--- src/sv/contact_force_torque_estimator_assert.svh ---
// assertion macros for the contact force/torque estimator
// expects clk and arst_n in the scope where the macros are used
`ifndef CONTACT_FORCE_TORQUE_ESTIMATOR_ASSERT_SVH
`define CONTACT_FORCE_TORQUE_ESTIMATOR_ASSERT_SVH

// same-cycle implication
`define CFTE_ASSERT_NOW(lbl, ante, cons) \
	lbl: assert property (@(posedge clk) disable iff (!arst_n) (ante) |-> (cons)) \
		else $error("contact estimator check failed");

// next-cycle implication
`define CFTE_ASSERT_NEXT(lbl, ante, cons) \
	lbl: assert property (@(posedge clk) disable iff (!arst_n) (ante) |=> (cons)) \
		else $error("contact estimator check failed");

`endif

--- src/sv/cfte_pkg.sv ---
// shared types, widths and codes for the contact force/torque estimator
// no dependencies
`default_nettype none

package cfte_pkg;

	localparam int NUM_CELLS_DEF = 6;
	localparam int FSUM_W        = 35;
	localparam int TSUM_W        = 52;
	localparam int CFG_W         = 32;
	localparam int CFG_IDX_W     = 3;
	localparam int DEN_W         = 72;

	// register indexes
	localparam logic [CFG_IDX_W-1:0] REG_INV_MASS  = 3'd0;
	localparam logic [CFG_IDX_W-1:0] REG_INV_IX    = 3'd1;
	localparam logic [CFG_IDX_W-1:0] REG_INV_IY    = 3'd2;
	localparam logic [CFG_IDX_W-1:0] REG_INV_IZ    = 3'd3;
	localparam logic [CFG_IDX_W-1:0] REG_HALF_DT2  = 3'd4;

	// vector kinds
	localparam logic [2:0] KIND_FORCE  = 3'd0;
	localparam logic [2:0] KIND_TORQUE = 3'd1;
	localparam logic [2:0] KIND_POINT  = 3'd2;
	localparam logic [2:0] KIND_LA     = 3'd3;
	localparam logic [2:0] KIND_AA     = 3'd4;
	localparam logic [2:0] KIND_LD     = 3'd5;
	localparam logic [2:0] KIND_AD     = 3'd6;

	// multiplier operations
	localparam logic [2:0] MOP_SQ = 3'd0;
	localparam logic [2:0] MOP_CA = 3'd1;
	localparam logic [2:0] MOP_CB = 3'd2;
	localparam logic [2:0] MOP_LA = 3'd3;
	localparam logic [2:0] MOP_AA = 3'd4;
	localparam logic [2:0] MOP_LD = 3'd5;
	localparam logic [2:0] MOP_AD = 3'd6;

	typedef struct packed {
		logic [2:0]         cell_index;
		logic signed [31:0] force_x;
		logic signed [31:0] force_y;
		logic signed [31:0] force_z;
		logic               frame_end;
	} in_item_t;

	typedef struct packed {
		logic [2:0]         vector_kind;
		logic signed [63:0] comp_x;
		logic signed [63:0] comp_y;
		logic signed [63:0] comp_z;
		logic               last_of_run;
	} out_item_t;

	typedef struct packed {
		logic       mul_start;
		logic       div_start;
		logic       emit;
		logic       clear;
		logic [2:0] op;
		logic [2:0] kind;
		logic [1:0] comp;
	} cmd_t;

	typedef struct packed {
		logic mul_done;
		logic div_done;
		logic out_free;
	} stat_t;

endpackage

`default_nettype wire

--- src/sv/cfte_ctrl.sv ---
// controller: steps through the frame-end sequence of products, divisions and emits
// uses cfte_pkg for command/status types and codes
`default_nettype none

module cfte_ctrl import cfte_pkg::*; (
	input  logic  clk,
	input  logic  arst_n,
	input  logic  sample_accept,
	input  logic  frame_end,
	input  stat_t stat,
	output cmd_t  cmd,
	output logic  sample_ready
);

	localparam logic [1:0] S_IDLE   = 2'd0;
	localparam logic [1:0] S_SETTLE = 2'd1;
	localparam logic [1:0] S_RUN    = 2'd2;
	localparam logic [1:0] S_WAIT   = 2'd3;

	localparam logic [3:0] STG_F   = 4'd0;
	localparam logic [3:0] STG_T   = 4'd1;
	localparam logic [3:0] STG_SQ  = 4'd2;
	localparam logic [3:0] STG_CA  = 4'd3;
	localparam logic [3:0] STG_CB  = 4'd4;
	localparam logic [3:0] STG_DV  = 4'd5;
	localparam logic [3:0] STG_P   = 4'd6;
	localparam logic [3:0] STG_LA  = 4'd7;
	localparam logic [3:0] STG_LAE = 4'd8;
	localparam logic [3:0] STG_AA  = 4'd9;
	localparam logic [3:0] STG_AAE = 4'd10;
	localparam logic [3:0] STG_LD  = 4'd11;
	localparam logic [3:0] STG_LDE = 4'd12;
	localparam logic [3:0] STG_AD  = 4'd13;
	localparam logic [3:0] STG_ADE = 4'd14;

	logic [1:0] state_q;
	logic [3:0] stage_q, stage_d;
	logic [1:0] comp_q, comp_d;
	logic       is_emit, is_div, step_done;
	logic [2:0] kind, op;

	always_comb begin
		is_emit = 1'b0;
		is_div  = 1'b0;
		kind    = KIND_FORCE;
		op      = MOP_SQ;
		case (stage_q)
			STG_F:   begin is_emit = 1'b1; kind = KIND_FORCE; end
			STG_T:   begin is_emit = 1'b1; kind = KIND_TORQUE; end
			STG_SQ:  op = MOP_SQ;
			STG_CA:  op = MOP_CA;
			STG_CB:  op = MOP_CB;
			STG_DV:  is_div = 1'b1;
			STG_P:   begin is_emit = 1'b1; kind = KIND_POINT; end
			STG_LA:  op = MOP_LA;
			STG_LAE: begin is_emit = 1'b1; kind = KIND_LA; end
			STG_AA:  op = MOP_AA;
			STG_AAE: begin is_emit = 1'b1; kind = KIND_AA; end
			STG_LD:  op = MOP_LD;
			STG_LDE: begin is_emit = 1'b1; kind = KIND_LD; end
			STG_AD:  op = MOP_AD;
			default: begin is_emit = 1'b1; kind = KIND_AD; end
		endcase
	end

	always_comb begin
		cmd.emit      = (state_q == S_RUN) && is_emit && stat.out_free;
		cmd.mul_start = (state_q == S_RUN) && !is_emit && !is_div;
		cmd.div_start = (state_q == S_RUN) && is_div;
		cmd.clear     = cmd.emit && (stage_q == STG_ADE);
		cmd.op        = op;
		cmd.kind      = kind;
		cmd.comp      = comp_q;
	end

	assign step_done = cmd.emit || ((state_q == S_WAIT) && (stat.mul_done || stat.div_done));

	always_comb begin
		stage_d = stage_q + 4'd1;
		comp_d  = comp_q;
		case (stage_q)
			STG_SQ, STG_LA, STG_AA, STG_LD, STG_AD: begin
				// per-axis loop over the shared multiplier
				if (comp_q == 2'd2) comp_d = 2'd0;
				else begin
					stage_d = stage_q;
					comp_d  = comp_q + 2'd1;
				end
			end
			STG_DV: begin
				if (comp_q == 2'd2) begin
					stage_d = STG_P;
					comp_d  = 2'd0;
				end else begin
					stage_d = STG_CA;
					comp_d  = comp_q + 2'd1;
				end
			end
			default: ;
		endcase
	end

	always_ff @(posedge clk or negedge arst_n) begin
		if (!arst_n) begin
			state_q <= S_IDLE;
			stage_q <= STG_F;
			comp_q  <= '0;
		end else begin
			case (state_q)
				S_IDLE: begin
					if (sample_accept && frame_end) state_q <= S_SETTLE;
				end
				S_SETTLE: begin
					state_q <= S_RUN;
					stage_q <= STG_F;
					comp_q  <= '0;
				end
				S_RUN: begin
					if (cmd.mul_start || cmd.div_start) begin
						state_q <= S_WAIT;
					end else if (step_done) begin
						stage_q <= stage_d;
						comp_q  <= comp_d;
						if (stage_q == STG_ADE) state_q <= S_IDLE;
					end
				end
				S_WAIT: begin
					if (step_done) begin
						state_q <= S_RUN;
						stage_q <= stage_d;
						comp_q  <= comp_d;
					end
				end
				default: state_q <= S_IDLE;
			endcase
		end
	end

	assign sample_ready = (state_q == S_IDLE);

endmodule

`default_nettype wire

--- config.mk ---
export PLATFORM = sky130hd
export DESIGN_NAME = cfte_ctrl
export DESIGN_NICKNAME = d
export VERILOG_FILES = /design/src/sv/contact_force_torque_estimator_assert.svh /design/src/sv/cfte_pkg.sv /design/src/sv/cfte_ctrl.sv
export SDC_FILE = /design/constraint.sdc
export NUM_CORES = 1
export LEC_CHECK = 0
export BUFFER_PORTS_ARGS = -buffer_cell sky130_fd_sc_hd__buf_2
export CELL_PAD_IN_SITES_DETAIL_PLACEMENT = 1
export CELL_PAD_IN_SITES_GLOBAL_PLACEMENT = 2
export CORE_AREA = 4 4 62 64
export DETAILED_ROUTE_END_ITERATION = 7
export DIE_AREA = 0 0 66 68
export MAX_ROUTING_LAYER = met4
export PLACE_DENSITY = 0.78
export SLEW_MARGIN = 20
export SYNTH_ARGS = -nofsm -noshare
export SYNTH_HDL_FRONTEND = slang
export SYNTH_SLANG_ARGS = --single-unit
--- constraint.sdc ---
create_clock -name clk -period 2.2 [get_ports clk]
set_input_delay 0.22 -clock clk [delete_from_list [all_inputs] [get_ports clk]]
set_output_delay 0.22 -clock clk [all_outputs]
set_load 0.02 [all_outputs]
==> metrics.txt <==
outcome=completed; Synth Area in Adders=0.0629; hpwl dp=2010 um; clk sinks=8; post-route insts no fill=184; WS Path Type=flop to output port; commonest cells in the netlist=inv_1, nand2_1, dfrtp_1; Placed Cells=166; Post-synth EDFFs=0; I/O pin count=20; Pre-Repair DR Iteration Count=4; mean routed wirelength per cell=about 16 um; simple-gate area share of the yosys netlist=0.256; Max FO, Critical Path=6; CP Capture Type=output port; CTS tree=built; worst hold path type=input port to flop; grt total ovfl=0; CTS Buf Count=3; Setup Skew=0.00836 ns; leading area contributor after synthesis=dfrtp_1; clock-pin slew on the worst setup and hold paths=0.06 ns; Req. time, crit path=1.98 ns; Tmin final=~2.2 ns; GR peak layer=met2; share of the synthesized area in the top cell type=0.252; Die Ht=68 um; Syn Area/Cell=between 7 and 8 um^2; WHS Path Cells=3; Starting Density=0.242; post-synthesis cell count=101; DIE WIDTH=66 um; clk buf depth=2; critical path data arrival time=approximately 1.9 ns; Seq cells post-synth=8; CTS root buf=clkbuf_4; Max Cap Viol=0; Seq/Total Area, Yosys=0.252; Max Clock Freq=464 MHz; overall routing resource usage=0.131; worst skew pair latency=0.26 ns; Reg2Reg Setup Slack=0.06 ns; crit share post-route=0.979; Antenna Cells=0; Critical R2R Capture=stage_q[0]; fin nets=around 150; Post-route DRC=0; Async SR Flop Fraction=1.00; met1 Resource Use GR=0.161; die area=4490 um^2; largest net degree at the start of global routing=19; Antenna Nets Post-Route=0; met3 usage=0.0197; initial antenna violation count=0; Syn-to-layout area delta=47.6%; Yosys cell types=39; reg2reg path depth=8; CTS HTree Levels=1; Post-Synthesis Net Count=approximately 110; layout cells sized above 1=0.457; Hold Vio Cnt, Final=0; largest cells by area after synthesis=dfrtp_1, ha_1, o21ai_0; final setup vio count=0; DR vias=927; Post-synth top flop=dfrtp_1; Worst Hold Endpoint=state_q[0]; critical hold path startpoint=stat[1]; Ys Warns=0; Slew Limit Fails=0; main combinational cell family by area after synthesis=compound AO/OA/AOI/OAI gates; Rows=21; final WL=2880 um; vias in the first global route=between 900 and 1,000; total power=2.16 mW; Core Footprint=3280 um^2; reg-to-reg critical path startpoint=stage_q[1]; leak pwr=0.529 nW; Cell Area, Synth=796 um^2; RSZ-0062 raised after global routing=true; multiplexer area fraction after synthesis=0.0126; Port Buffers=19; Worst Max-Slew Pin Slew=0.343 ns; worst vdd ir=0.000399 V; XOR/XNOR Fraction of Synth Area=0; DR iter-0 viols=a little over 90; first-pass GRT wire length=4400 um; RePlAce Congestion=0.880; complex-gate fraction of the synthesized area=0.329; Rel. slew slack=0.770; P per Cell Area=1840 nW/um^2; Avg Vias per Cell=5.04; Worst setup SP type=flop; met2 GRT Util=0.222
worst max path at each step:
stage,slack (ns),cells after the start,end,start
final,0.05,5,cmd[3],stage_q[0]
after global routing,-0.07,8,cmd[8],stage_q[0]
after CTS,0.02,5,cmd[3],stage_q[0]
after detailed placement,0.04,7,stage_q[0],stage_q[0]
after global placement,0.09,7,stage_q[0],stage_q[0]
after floorplan,0.08,7,cmd[8],stage_q[0]
power by group:
group / internal (mW) / leakage, nW / switching, mW / total [mW]
sequential: 0.217 / 0.0939 / 0.0770 / 0.294
clock: 0.0627 / 0.0138 / 0.0541 / 0.117
combinational: 0.820 / 0.421 / 0.931 / 1.75
total: 1.10 / 0.529 / 1.06 / 2.16
sequential cells by signal (all words and copies together), names as in the netlist:
| signal | cells |
|---|---|
| stage_q | 4 |
| comp_q | 2 |
| state_q | 2 |
cell type report:
cell class	instances	area [um^2]
clock buffers	3	22.5
fillers	403	2110
inverters	9	36.3
multi-input cells	77	579
flip-flops and latches	8	203
well taps	46	57.6
repair buffers	41	277
worst max-delay path, stage by stage, from the launching register on:
cell and delay, ns:
dfrtp_2 0.45, ha_2 0.24, buf_4 0.16, or4_4 0.54, o211ai_1 0.12, buf_4 0.17
per-stage QoR:
step / setup slack (ns) / instance area (um^2) / util / TNS (ns) / hold slack (ns)
5_1_grt: -0.0652 / 1170 / 0.358 / -0.272 / 0.326
4_1_cts: 0.0204 / 1130 / 0.343 / 0 / 0.310
6_report: 0.0460 / 1170 / 0.358 / 0 / 0.335
2_1_floorplan: 0.0774 / 796 / - / 0 / -0.0756
3_3_place_gp: 0.0860 / 965 / 0.294 / 0 / 0.0729
3_5_place_dp: 0.0397 / 965 / 0.294 / 0 / 0.0785
layer usage:
metal	vias to the layer above	wire [um]
met5	-	0
met4	0	33
li1	444	-
met2	24	1470
met1	454	1280
met3	5	105
cell families (layout without fill, tap and decap cells):
logic type	after synthesis	count (layout)
AO/OA/AOI/OAI	35	35
AND/OR/NAND/NOR	37	37
flip-flops	8	8
buffers and inverters	16	53
multiplexers	1	1
adder cells (fa/ha/maj)	4	4
cell usage in the layout, fill, tap and decap left out, types with 2 or more instances in the layout:
master	instances
buf_2	15
a21boi_0	2
ha_2	2
and3_1	2
a211oi_1	2
o211ai_1	2
a32o_1	2
o22ai_1	4
o31ai_1	2
nand3b_1	2
nor2b_1	2
nand2_1	7
inv_1	7
clkbuf_4	3
nand2_2	2
buf_4	24
dfrtp_2	2
nor3_1	2
a21oi_1	5
nor2_2	2
nor2_1	3
dfrtp_1	6
o21ai_0	6
nand3_1	3
nand2b_1	3
timing repair:
item | 4_1_cts | 5_1_grt
resized for setup | 8 | 15
buffers inserted | 13 | 2
setup endpoints to repair | 5 | 9
endpoints found under the hold margin | 8 | 0
pin swaps | 3 | 10
hold buffers | 1 | 0
No activity file was read; power rests on OpenSTA's default activity.
